===== config.mk =====
export PLATFORM = sky130hd
export DESIGN_NAME = tcf_cordic
export DESIGN_NICKNAME = d
export VERILOG_FILES = /design/src/design/tcf_pkg.sv /design/src/design/tcf_cordic.sv
export SDC_FILE = /design/constraint.sdc
export NUM_CORES = 1
export LEC_CHECK = 0
export BUFFER_PORTS_ARGS = -buffer_cell sky130_fd_sc_hd__buf_2
export CAP_MARGIN = 0
export CORE_MARGIN = 3
export CORE_UTILIZATION = 49
export CTS_BUF_LIST = sky130_fd_sc_hd__clkbuf_8
export CTS_CLUSTER_DIAMETER = 60
export DETAILED_ROUTE_END_ITERATION = 6
export PLACE_DENSITY = 0.69
export SETUP_SLACK_MARGIN = 0.5
export SYNTH_ARGS = -nofsm -noshare
export SYNTH_HDL_FRONTEND = slang
export SYNTH_SLANG_ARGS = --single-unit
export TNS_END_PERCENT = 100

===== constraint.sdc =====
create_clock -name clk -period 7.5 [get_ports clk]
set_input_delay 0.75 -clock clk [delete_from_list [all_inputs] [get_ports clk]]
set_output_delay 0.75 -clock clk [all_outputs]
set_load 0.05 [all_outputs]

===== src/design/tcf_pkg.sv =====
// ----------------------------------------------------------------------------
// tcf_pkg
// shared constants and the arctangent table of the tilt filter
// ----------------------------------------------------------------------------
package tcf_pkg;

    localparam int CORDIC_STEPS = 16;
    localparam int ATAN_LEN     = 24;
    localparam int IDX_W        = $clog2(ATAN_LEN);

    localparam logic [15:0] WEIGHT_RESET = 16'd64225;

    function automatic logic [21:0] atan_entry(input logic [IDX_W-1:0] idx);
        logic [21:0] r;
        case (idx)
            5'd0:    r = 22'd2949120;
            5'd1:    r = 22'd1740967;
            5'd2:    r = 22'd919879;
            5'd3:    r = 22'd466945;
            5'd4:    r = 22'd234379;
            5'd5:    r = 22'd117304;
            5'd6:    r = 22'd58666;
            5'd7:    r = 22'd29335;
            5'd8:    r = 22'd14668;
            5'd9:    r = 22'd7334;
            5'd10:   r = 22'd3667;
            5'd11:   r = 22'd1833;
            5'd12:   r = 22'd917;
            5'd13:   r = 22'd458;
            5'd14:   r = 22'd229;
            5'd15:   r = 22'd115;
            5'd16:   r = 22'd57;
            5'd17:   r = 22'd29;
            5'd18:   r = 22'd14;
            5'd19:   r = 22'd7;
            5'd20:   r = 22'd4;
            5'd21:   r = 22'd2;
            5'd22:   r = 22'd1;
            default: r = 22'd0;
        endcase
        return r;
    endfunction

endpackage


===== src/design/tcf_cordic.sv =====
// ----------------------------------------------------------------------------
// tcf_cordic
// iterative vectoring cordic, atan2(y, x) in 1/256 degree, one step a cycle
// ----------------------------------------------------------------------------
module tcf_cordic
    import tcf_pkg::*;
(
    input  logic               clk,
    input  logic               rst_n,
    input  logic               start,
    input  logic signed [15:0] y_in,
    input  logic signed [15:0] x_in,
    output logic               done,
    output logic signed [16:0] angle
);

    typedef enum logic [2:0] {
        C_IDLE = 3'b001,
        C_RUN  = 3'b010,
        C_FIN  = 3'b100
    } cstate_t;

    localparam logic signed [25:0] QUARTER_Z = 26'sd5898240;
    localparam logic signed [25:0] HALF_A    = 26'sd46080;

    cstate_t                state_reg;
    logic signed [27:0]     x_reg, y_reg;
    logic signed [25:0]     z_reg;
    logic [IDX_W-1:0]       i_reg;
    logic                   zero_reg;
    logic                   done_reg;
    logic signed [16:0]     angle_reg;

    logic signed [27:0]     xs, ys, dx, dy;
    logic signed [25:0]     at, zr;

    assign xs = {{4{x_in[15]}}, x_in, 8'b0};
    assign ys = {{4{y_in[15]}}, y_in, 8'b0};
    assign dx = y_reg >>> i_reg;
    assign dy = x_reg >>> i_reg;
    assign at = signed'({4'b0, atan_entry(i_reg)});
    assign zr = (z_reg + 26'sd128) >>> 8;

    always_ff @(posedge clk or negedge rst_n)
    begin
        if (!rst_n)
        begin
            state_reg <= C_IDLE;
            done_reg  <= 1'b0;
        end
        else
        begin
            done_reg <= 1'b0;
            unique case (state_reg)
                C_IDLE:
                begin
                    if (start)
                    begin
                        state_reg <= C_RUN;
                    end
                end
                C_RUN:
                begin
                    if (i_reg == IDX_W'(CORDIC_STEPS - 1))
                    begin
                        state_reg <= C_FIN;
                    end
                end
                C_FIN:
                begin
                    done_reg  <= 1'b1;
                    state_reg <= C_IDLE;
                end
                default:
                begin
                    state_reg <= C_IDLE;
                end
            endcase
        end
    end

    always_ff @(posedge clk)
    begin
        unique case (state_reg)
            C_IDLE:
            begin
                i_reg    <= '0;
                zero_reg <= (x_in == 16'sd0) && (y_in == 16'sd0);
                if (x_in < 16'sd0)
                begin
                    if (y_in >= 16'sd0)
                    begin
                        x_reg <= ys;
                        y_reg <= -xs;
                        z_reg <= QUARTER_Z;
                    end
                    else
                    begin
                        x_reg <= -ys;
                        y_reg <= xs;
                        z_reg <= -QUARTER_Z;
                    end
                end
                else
                begin
                    x_reg <= xs;
                    y_reg <= ys;
                    z_reg <= '0;
                end
            end
            C_RUN:
            begin
                i_reg <= i_reg + 1'b1;
                if (y_reg >= 28'sd0)
                begin
                    x_reg <= x_reg + dx;
                    y_reg <= y_reg - dy;
                    z_reg <= z_reg + at;
                end
                else
                begin
                    x_reg <= x_reg - dx;
                    y_reg <= y_reg + dy;
                    z_reg <= z_reg - at;
                end
            end
            C_FIN:
            begin
                if (zero_reg)
                begin
                    angle_reg <= '0;
                end
                else if (zr > HALF_A)
                begin
                    angle_reg <= HALF_A[16:0];
                end
                else if (zr < -HALF_A)
                begin
                    angle_reg <= -HALF_A[16:0];
                end
                else
                begin
                    angle_reg <= zr[16:0];
                end
            end
            default:
            begin
                i_reg <= '0;
            end
        endcase
    end

    assign done  = done_reg;
    assign angle = angle_reg;

endmodule


==> metrics.md <==
| Metric | Value |
|---|---|
| Outcome | finished clean |
| Drt total wl | 47,350 um |
| Hold_buf cts | 0 |
| Vias per cell | 6.500 |
| Post-Syn Nets | 1,934 |
| Final Hold Fails | 0 |
| Cell taking the most area after synthesis | edfxtp_1 |
| Critical Path Fanout Max | 6 |
| Final setup vio count | 0 |
| Clock buffer depth | 2 |
| Setup TNS | 0 ns |
| Fin cells | 2,203 |
| Worst endpoint required time | 7.86 ns |
| Largest net degree at the start of global routing | 96 |
| Routability cong. | roughly 0.98 |
| H-tree Lvls | 4 |
| Slowest cell on crit path | mux4_2 |
| Worst skew pair latency | 0.50 ns |
| Share of cells above drive strength 1 | around 13% |
| Post-synth EDFFs | 105 |
| Vias | roughly 14,000 |
| Fill cells | 2,869 |
| Worst slew pin tran | 0.9650 ns |
| CTS Sinks | approximately 130 |
| GR Overflow Total | 0 |
| Syn Std Cell Area | 15,420 um^2 |
| HPWL Detailed | 36,210 um |
| Hold WC Path Type | in2async |
| Worst stage delay on the critical path | a little over 0.5 ns |
| Synth top area cells | edfxtp_1, mux4_2, ha_1, o21ai_0, xnor2_1 |
| Wire per inst | 21.50 um |
| CP Launch Type | flip-flop |
| Antenna-violating nets left | 0 |
| Clk slew on worst S/H paths | roughly 0.09 ns |
| Global Route Usage Sum | 27.94% |
| Critical-path cell list | buf_4 -> mux2_1 -> mux4_2 -> mux2_2 -> a221o_1 -> inv_1 -> ha_1 -> inv_1 -> or3_1 -> o21ai_0 -> xor2_1 -> ha_1 -> a211o_1 -> o311ai_1 -> nor4_1 -> o31ai_1 -> a21boi_0 -> or4_1 -> a311o_1 -> or4_1 -> nand3_1 |
| Cts bufs inserted | 17 |
| Setup ws final | slightly above 1 ns |
| CP Class | reg2reg |
| Drt drc | 0 |
| I/O Buffers | 52 |
| Initial antenna violation count | 1 |
| Ys flop type | edfxtp_1 |
| Area growth, synth to finish | 6.151% |
| Post-synth ARST share | 3.053% |
| Nets | 1,928 |
| Initial DRC count | 1,377 |
| Max cap viols | 0 |
| Clock skew | 0.01543 ns |
| Fin crit share | 86.34% |
| Post-synthesis sequential area ratio | around a quarter |
| Die Wd | 183.4 um |
| Placed insts | approximately 2,200 |
| Initial Utilization | 50.01% |
| Vias in the first global route | 13,340 |
| Final Critical Period | about 6.5 ns |
| Die footprint | 33,630 um^2 |
| CTS tree | built |
| Maximum clock rate | 154.4 MHz |
| Root Buffer | clkbuf_8 |
| First-pass GRT wire length | 73,940 um |
| Syn Area/Cell | 8.571 um^2 |
| Mapped Cells | 1,799 |
| Slew margin rel. | 35.23% |
| I/O pin cnt | 53 |
| Max-slew violations | 0 |
| Synthesized flop and latch total | 131 |
| Row count | 64 |
| WP data arrival | approximately 6.8 ns |
| CP endpoint kind | flip-flop |
| Die Height | 183.4 um |
| Synth unique cells | 90 |
| 1st-pass router iterations | 5 |
| Unrepaired setup endpoints after global routing | false |
| DP Worst Slack | around 0.75 ns |
| Post-synth top area share | 20.45% |
| Synth warn | 0 |
| Core area | 30,830 um^2 |
-- stage by stage --
step           util [%]  hold WS [ns]  area (um^2)
5_1_grt           53.08       0.01020        16360
6_report          53.09       0.04079        16370
3_3_place_gp      51.76        0.5631        15960
3_5_place_dp      51.76        0.5605        15960
4_1_cts           53.03       0.01136        16350
2_1_floorplan         -        0.4544        15420
-- timing repair --
action | 4_1_cts | 5_1_grt
setup endpoints to repair | 0 | 3
gates resized for setup | 0 | 1
setup buffers | 0 | 2
-- metal layers --
metal  share of wire, %  vias to the layer above  track usage (%)  routed length, um
li1                   -                     6803                -                  -
met1                 41                     6773            35.05              19400
met2                 48                      613            47.69              22890
met3                6.3                      128            4.661               2998
met4                4.3                        2            11.94               2049
met5              0.036                        -                0                 17
-- worst paths after layout --
path | end | startpoint | slack [ns] | cells past startpoint
hold / removal | done | rst_n | 0.04 | 1
min in group clk | state_reg[0] | start | 0.41 | 2
max in group asynchronous | state_reg[0] | rst_n | 7.25 | 1
setup reg to reg | y_reg[27] | i_reg[1] | 1.02 | 21
setup / recovery | y_reg[27] | i_reg[1] | 1.02 | 21
hold reg to reg | done | state_reg[2] | 0.59 | 1
-- cells in the final DEF (no fill, tap or decap), drive strengths merged, types with 18 or more instances in the layout --
master  count
buf        78
mux2       36
edfxtp    105
ha         97
a211oi     18
xor2       69
or3        19
o31ai      26
mux2i      40
a21o       43
nand2     163
o21ai     164
o21a       23
nor2      162
mux4       58
nand3      55
nand2b     22
dfxtp      22
nor3       43
nor4       23
xnor2      87
and3       20
nor2b      20
a31oi      20
inv        47
a21oi      92
o211ai     36
-- cell type report --
cell class	count	area, um^2	area share [%]
multi-input cells	1523	11130	68.01
flip-flops and latches	131	3695	22.57
well taps	396	495.5	3.027
repair buffers	78	493.0	3.012
clock buffers	17	234.0	1.430
clock inverters	15	157.7	0.9632
inverters	42	157.7	0.9632
diodes	1	2.502	0.01529
-- synthesized netlist by cell type, drive strengths merged, types with 22 or more instances --
master / instances
nor4: 23
inv: 41
a21oi: 92
mux4: 58
nor2: 162
edfxtp: 105
buf: 32
clkbuf: 71
ha: 97
mux2i: 40
nand2b: 22
o31ai: 26
o21ai: 164
mux2: 36
xnor2: 87
a21o: 43
o211ai: 36
xor2: 69
dfxtp: 22
o21a: 23
nand3: 55
nor3: 43
nand2: 163
-- worst max-delay path: cells and delay by family (launching register included) --
family / cells / cell delay (ns)
AOI/OAI and AO/OA: 7 / 2.22
xor gates and xnor gates: 1 / 0.17
adders and majority gates: 2 / 0.46
buffers and inverters: 3 / 0.32
DFF: 1 / 0.46
muxes: 3 / 1.15
and+or+nand+nor: 5 / 1.56
-- logic make-up (layout without fill, tap and decap cells) --
kind of cell	Yosys count	after routing	share of synthesized area, %
xor gates and xnor gates	156	156	8.861
other	0	1	0
adders and majority gates	101	101	8.326
AOI/OAI and AO/OA	533	533	22.31
muxes	134	134	13.70
DFF	131	131	23.96
buffers and inverters	145	152	3.936
and+or+nand+nor	599	599	18.91
Power is not shown: default switching activity piles up to over one toggle a cycle in this logic, so the estimate is an artifact.
