File: src/design/tcf_pkg.sv
// ----------------------------------------------------------------------------
// tcf_pkg
// shared constants and the arctangent table of the tilt filter
// ----------------------------------------------------------------------------
package tcf_pkg;

    localparam int CORDIC_STEPS = 16;
    localparam int ATAN_LEN     = 24;
    localparam int IDX_W        = $clog2(ATAN_LEN);

    localparam logic [15:0] WEIGHT_RESET = 16'd64225;

    function automatic logic [21:0] atan_entry(input logic [IDX_W-1:0] idx);
        logic [21:0] r;
        case (idx)
            5'd0:    r = 22'd2949120;
            5'd1:    r = 22'd1740967;
            5'd2:    r = 22'd919879;
            5'd3:    r = 22'd466945;
            5'd4:    r = 22'd234379;
            5'd5:    r = 22'd117304;
            5'd6:    r = 22'd58666;
            5'd7:    r = 22'd29335;
            5'd8:    r = 22'd14668;
            5'd9:    r = 22'd7334;
            5'd10:   r = 22'd3667;
            5'd11:   r = 22'd1833;
            5'd12:   r = 22'd917;
            5'd13:   r = 22'd458;
            5'd14:   r = 22'd229;
            5'd15:   r = 22'd115;
            5'd16:   r = 22'd57;
            5'd17:   r = 22'd29;
            5'd18:   r = 22'd14;
            5'd19:   r = 22'd7;
            5'd20:   r = 22'd4;
            5'd21:   r = 22'd2;
            5'd22:   r = 22'd1;
            default: r = 22'd0;
        endcase
        return r;
    endfunction

endpackage

File: src/design/tcf_rdiv.sv
// ----------------------------------------------------------------------------
// tcf_rdiv
// gyro step: round(rate * elapsed / 62500) by a reciprocal multiply
// ----------------------------------------------------------------------------
module tcf_rdiv
    import tcf_pkg::*;
(
    input  logic               clk,
    input  logic               rst_n,
    input  logic               start,
    input  logic signed [15:0] rate,
    input  logic        [19:0] dt,
    output logic               done,
    output logic signed [20:0] delta
);

    typedef enum logic [4:0] {
        D_IDLE = 5'b00001,
        D_MAG  = 5'b00010,
        D_LO   = 5'b00100,
        D_HI   = 5'b01000,
        D_SUM  = 5'b10000
    } dstate_t;

    // ceil(2^47 / 15625) split in two 17-bit halves
    localparam logic [34:0] HALF_D   = 35'd31250;
    localparam logic [16:0] RECIP_LO = 17'd62487;
    localparam logic [16:0] RECIP_HI = 17'd68719;

    dstate_t            state_reg;
    logic signed [36:0] prod_reg;
    logic [32:0]        m_reg;
    logic [49:0]        lo_reg;
    logic [49:0]        hi_reg;
    logic [19:0]        q_reg;
    logic               neg_reg;
    logic               done_reg;

    logic signed [36:0] abs_prod;
    logic [34:0]        rnd;
    logic [49:0]        mul_out;
    logic [66:0]        sum;

    assign abs_prod = prod_reg[36] ? -prod_reg : prod_reg;
    assign rnd      = abs_prod[34:0] + HALF_D;
    assign mul_out  = m_reg * ((state_reg == D_HI) ? RECIP_HI : RECIP_LO);
    assign sum      = {17'b0, lo_reg} + {hi_reg, 17'b0};

    always_ff @(posedge clk or negedge rst_n)
    begin
        if (!rst_n)
        begin
            state_reg <= D_IDLE;
            done_reg  <= 1'b0;
        end
        else
        begin
            done_reg <= 1'b0;
            unique case (state_reg)
                D_IDLE:
                begin
                    if (start)
                    begin
                        state_reg <= D_MAG;
                    end
                end
                D_MAG:
                begin
                    state_reg <= D_LO;
                end
                D_LO:
                begin
                    state_reg <= D_HI;
                end
                D_HI:
                begin
                    state_reg <= D_SUM;
                end
                D_SUM:
                begin
                    done_reg  <= 1'b1;
                    state_reg <= D_IDLE;
                end
                default:
                begin
                    state_reg <= D_IDLE;
                end
            endcase
        end
    end

    always_ff @(posedge clk)
    begin
        unique case (state_reg)
            D_IDLE:
            begin
                prod_reg <= 37'(rate * signed'({1'b0, dt}));
            end
            D_MAG:
            begin
                neg_reg <= prod_reg[36];
                m_reg   <= rnd[34:2];
            end
            D_LO:
            begin
                lo_reg <= mul_out;
            end
            D_HI:
            begin
                hi_reg <= mul_out;
            end
            D_SUM:
            begin
                q_reg <= sum[66:47];
            end
            default:
            begin
                q_reg <= '0;
            end
        endcase
    end

    assign done  = done_reg;
    assign delta = neg_reg ? -signed'({1'b0, q_reg}) : signed'({1'b0, q_reg});

endmodule

File: config.mk
export PLATFORM = sky130hd
export DESIGN_NAME = tcf_rdiv
export DESIGN_NICKNAME = d
export VERILOG_FILES = /design/src/design/tcf_pkg.sv /design/src/design/tcf_rdiv.sv
export SDC_FILE = /design/constraint.sdc
export NUM_CORES = 2
export LEC_CHECK = 0
export BUFFER_PORTS_ARGS = -buffer_cell sky130_fd_sc_hd__buf_2
export CORE_MARGIN = 2
export CORE_UTILIZATION = 30
export DETAILED_ROUTE_END_ITERATION = 10
export GPL_TIMING_DRIVEN = 0
export PLACE_DENSITY = 0.46
export REMOVE_ABC_BUFFERS = 1
export SLEW_MARGIN = 25
export SYNTH_ARGS = -nofsm -noshare
export SYNTH_HDL_FRONTEND = slang
export SYNTH_SLANG_ARGS = --single-unit
File: constraint.sdc
create_clock -name clk -period 17.2 [get_ports clk]
set_input_delay 1.72 -clock clk [delete_from_list [all_inputs] [get_ports clk]]
set_output_delay 1.72 -clock clk [all_outputs]
set_load 0.005 [all_outputs]
==> results.txt <==
* Run status: complete, no violations
* Number of vias in the routed layout: 22700
- Crit path kind: flop to flop
- STA classifies the critical path endpoint as a flop.
- The first global-routing pass estimated 133 mm of wire.
* Total negative slack: 0 ns
* # setup viols final: 0
* Critical Path Source Type: flop
- Number of flops mapped to enable cells by yosys: 173
- Via density: 4.48
* Antenna Violating Nets Remaining: 0
* Die boundary height: 338 um
* Length of the first detailed-routing pass in iterations: 5
- Total Routing Usage GR: 14.8%
* Final count of hold timing violations: 0
- Headroom to the max-slew limit: 28.2%
* Synthesized netlist cell count: 3571
* Port Buffers: 60
* End of the worst hold path: state_reg[3]
- Dividing the final minimum period by the clock period gives 50.4%.
- Area growth from synthesis to final layout: 7.86%
* Vias in the first global route: 24200
* Class of the tightest hold or removal check: flop to flop
- H-tree lvl count: 4
* Maximum fanout encountered on the critical timing path: 92
* Data arrival time of the worst path: 8.90 ns
- Row generation in the floorplan step produced 122 rows.
- The sequential cells in the finished layout cover a total of 0.00535 mm2.
- Clock tree synthesis found a total of 179 sinks.
- In the final design database the tool counted 4545 nets.
- Fmax achieved: 0.115 GHz
- After synthesis the netlist holds a flip-flop and latch count of 179.
* Die Area: 0.114 mm2
- Summed over all nets, the half-perimeter wirelength after detailed placement is 67.7 mm.
- Fraction of final layout cells with drive strength greater than 1: 4.50%
* Number of distinct library cell variants in the gate-level netlist after synthesis: 82
* Overflow left after global routing: 0
- Initial Utilization: 30.2%
- Fraction of registers with async set/reset: 3.35%
- After detailed routing, the number of remaining DRC violations is 0.
- Number of buffers added for setup after CTS: 0
- Fraction of the yosys area taken by sequential cells: 16.0%
- Width of the die: 338 um
- Count of cells resized by post-cts repair: 0
- 61 I/O pins were placed.
- Max_cap viols: 0
* Post-synth top flop: sky130_fd_sc_hd__edfxtp_1
- The number of antenna diodes in the final layout is 0.
* Clock tree root buffer cell: sky130_fd_sc_hd__clkbuf_16
- In this run, CTS created clock tree buffers numbering 17.
- Weighted congestion reported at the end of routability-driven placement: 0.839
* Post-synthesis area per instance: 9.35 um2
- The worst register-to-register path ends at lo_reg[39].
- After detailed routing, the average wire length per cell comes to 16.0 um.
* Multi-input gate area: 0.0243 mm2
* Setup repair after global routing missed its margin: false
- Register-to-register setup slack: 8.53 ns
- Min-Delay Startpoint: state_reg[3]
- Final-report max-slew violation count: 0
- Worst reg2reg path startpoint: state_reg[1]
- For the worst-skew pair, the clock arrives at the later sink with an insertion delay of 0.50 ns.
- Yosys warnings: 0
* Sum of routed wire length over all layers: 81.0 mm
- For this run, the share of the core covered by cells in the final layout is 32.6%.
- Data on the critical path is required at its endpoint by 17.42 ns.
- In this run, the number of DRC markers left after iteration 0 of detailed routing was 1136.
- Count of hold-fix buffers inserted at cts: 0
- Largest register FFs: 50
- After floorplanning, the core was sized to cover 0.111 mm2.
- On the final layout, the worst clock skew is 0.0244 ns.
- CTS tree: built
- At the pin with the least slew margin, the transition time is 1.07 ns.
* Clock transition at the register clock pins on the worst setup and hold paths after CTS: 0.07 ns
* Largest buffer count on any clock path: 2
- Antenna violations before repair: 0
- Counting instances, the worst hold path has a depth of 1.
- The cell area that synthesis handed to floorplanning was 0.0334 mm2.
- Fillcell total: 11800
* FF-to-FF path depth: 26
- Entering global routing, the biggest net connects 93 pins.
- Clock period minus final worst setup slack: 8.67 ns
[worst max path at each step]
stage	to	from	slack [ns]	depth (start not counted)
finish	lo_reg[39]	state_reg[1]	8.53	26
detailed placement	hi_reg[39]	state_reg[1]	8.38	26
CTS	lo_reg[39]	state_reg[1]	8.37	26
global route	lo_reg[39]	state_reg[1]	8.01	26
floorplan	hi_reg[39]	state_reg[1]	8.08	24
global placement	hi_reg[39]	state_reg[1]	5.04	25
[layout make-up]
cell class,instances,area share (%)
multi-input cells,2395,67.5
flip-flops and latches,179,14.8
inverters,897,9.36
well taps,1488,5.17
clock buffers,20,1.39
repair buffers,75,1.28
clock inverters,12,0.455
[layer usage]
| metal | wire, um | track usage (%) | share of wire (%) | up-vias |
|---|---|---|---|---|
| met4 | 795 | 2.21 | 0.98 | 0 |
| met2 | 39200 | 25.6 | 48 | 256 |
| met5 | 0 | 0 | 0 | - |
| met3 | 1820 | 1.57 | 2.3 | 49 |
| met1 | 39300 | 20.3 | 48 | 11200 |
| li1 | - | - | - | 11200 |
[through the flow]
| stage | worst slack (ns) | hold slack (ns) | cell area (um2) | instances |
|---|---|---|---|---|
| 3_5_place_dp | 8.38 | 0.492 | 35300 | 5034 |
| 2_1_floorplan | 8.08 | 0.445 | 33000 | 3471 |
| 5_1_grt | 8.01 | 0.523 | 36000 | 5066 |
| 6_report | 8.53 | 0.496 | 36000 | 5066 |
| 3_3_place_gp | 5.04 | 0.463 | 35100 | 5019 |
| 4_1_cts | 8.37 | 0.499 | 36000 | 5066 |
[synth_stat cells, types with 60 or more instances]
library cell	n	area, um2
sky130_fd_sc_hd__inv_1	897	3370
sky130_fd_sc_hd__fa_1	537	10800
sky130_fd_sc_hd__ha_1	404	5050
sky130_fd_sc_hd__nand2_1	357	1340
sky130_fd_sc_hd__edfxtp_1	173	5190
sky130_fd_sc_hd__nor2_1	132	495
sky130_fd_sc_hd__and2_1	124	776
sky130_fd_sc_hd__xnor2_1	114	998
sky130_fd_sc_hd__a21oi_1	100	500
sky130_fd_sc_hd__o21ai_0	95	475
sky130_fd_sc_hd__clkbuf_1	90	338
sky130_fd_sc_hd__xor2_1	60	526
[logic make-up after synthesis]
group | synth area share (%)
other | 0.0112
flip-flops | 16.0
XOR/XNOR | 4.56
AO/OA/AOI/OAI | 7.97
multiplexers | 0.127
buffers and inverters | 11.3
AND/OR/NAND/NOR | 12.7
adder cells (fa/ha/maj) | 47.3
[placed cells by master (no fill, tap or decap), types with 35 or more instances in the layout]
cell,instances
sky130_fd_sc_hd__and2_1,124
sky130_fd_sc_hd__edfxtp_1,173
sky130_fd_sc_hd__ha_1,404
sky130_fd_sc_hd__buf_2,63
sky130_fd_sc_hd__a21oi_1,100
sky130_fd_sc_hd__o21ai_0,95
sky130_fd_sc_hd__xnor2_1,114
sky130_fd_sc_hd__nand2_1,357
sky130_fd_sc_hd__nor2_1,132
sky130_fd_sc_hd__xor2_1,60
sky130_fd_sc_hd__a21o_1,59
sky130_fd_sc_hd__inv_1,896
sky130_fd_sc_hd__nor3_1,36
sky130_fd_sc_hd__nand3_1,35
sky130_fd_sc_hd__fa_1,537
[critical path: stages (launching register included)]
cell and delay [ns]:
sky130_fd_sc_hd__dfrtp_1 0.44, sky130_fd_sc_hd__or3_1 0.43, sky130_fd_sc_hd__or3b_4 0.61, sky130_fd_sc_hd__inv_6 0.39, sky130_fd_sc_hd__buf_16 0.37, sky130_fd_sc_hd__nand2_1 0.20
sky130_fd_sc_hd__inv_1 0.16, sky130_fd_sc_hd__ha_1 0.16, sky130_fd_sc_hd__inv_1 0.05, sky130_fd_sc_hd__fa_1 0.50, sky130_fd_sc_hd__inv_1 0.04, sky130_fd_sc_hd__ha_1 0.32
sky130_fd_sc_hd__fa_1 0.51, sky130_fd_sc_hd__fa_1 0.49, sky130_fd_sc_hd__inv_1 0.05, sky130_fd_sc_hd__fa_1 0.47, sky130_fd_sc_hd__inv_1 0.04, sky130_fd_sc_hd__ha_1 0.35
sky130_fd_sc_hd__and3_1 0.29, sky130_fd_sc_hd__nand3_1 0.12, sky130_fd_sc_hd__or3b_2 0.50, sky130_fd_sc_hd__a31oi_1 0.50, sky130_fd_sc_hd__and4_1 0.34, sky130_fd_sc_hd__nor3b_1 0.12
sky130_fd_sc_hd__o21ai_0 0.46, sky130_fd_sc_hd__a21boi_0 0.20, sky130_fd_sc_hd__xnor2_1 0.19
Power is left out: the tool's default activity adds up to more than one toggle a clock period on the data nets, which glitch-free logic cannot reach.
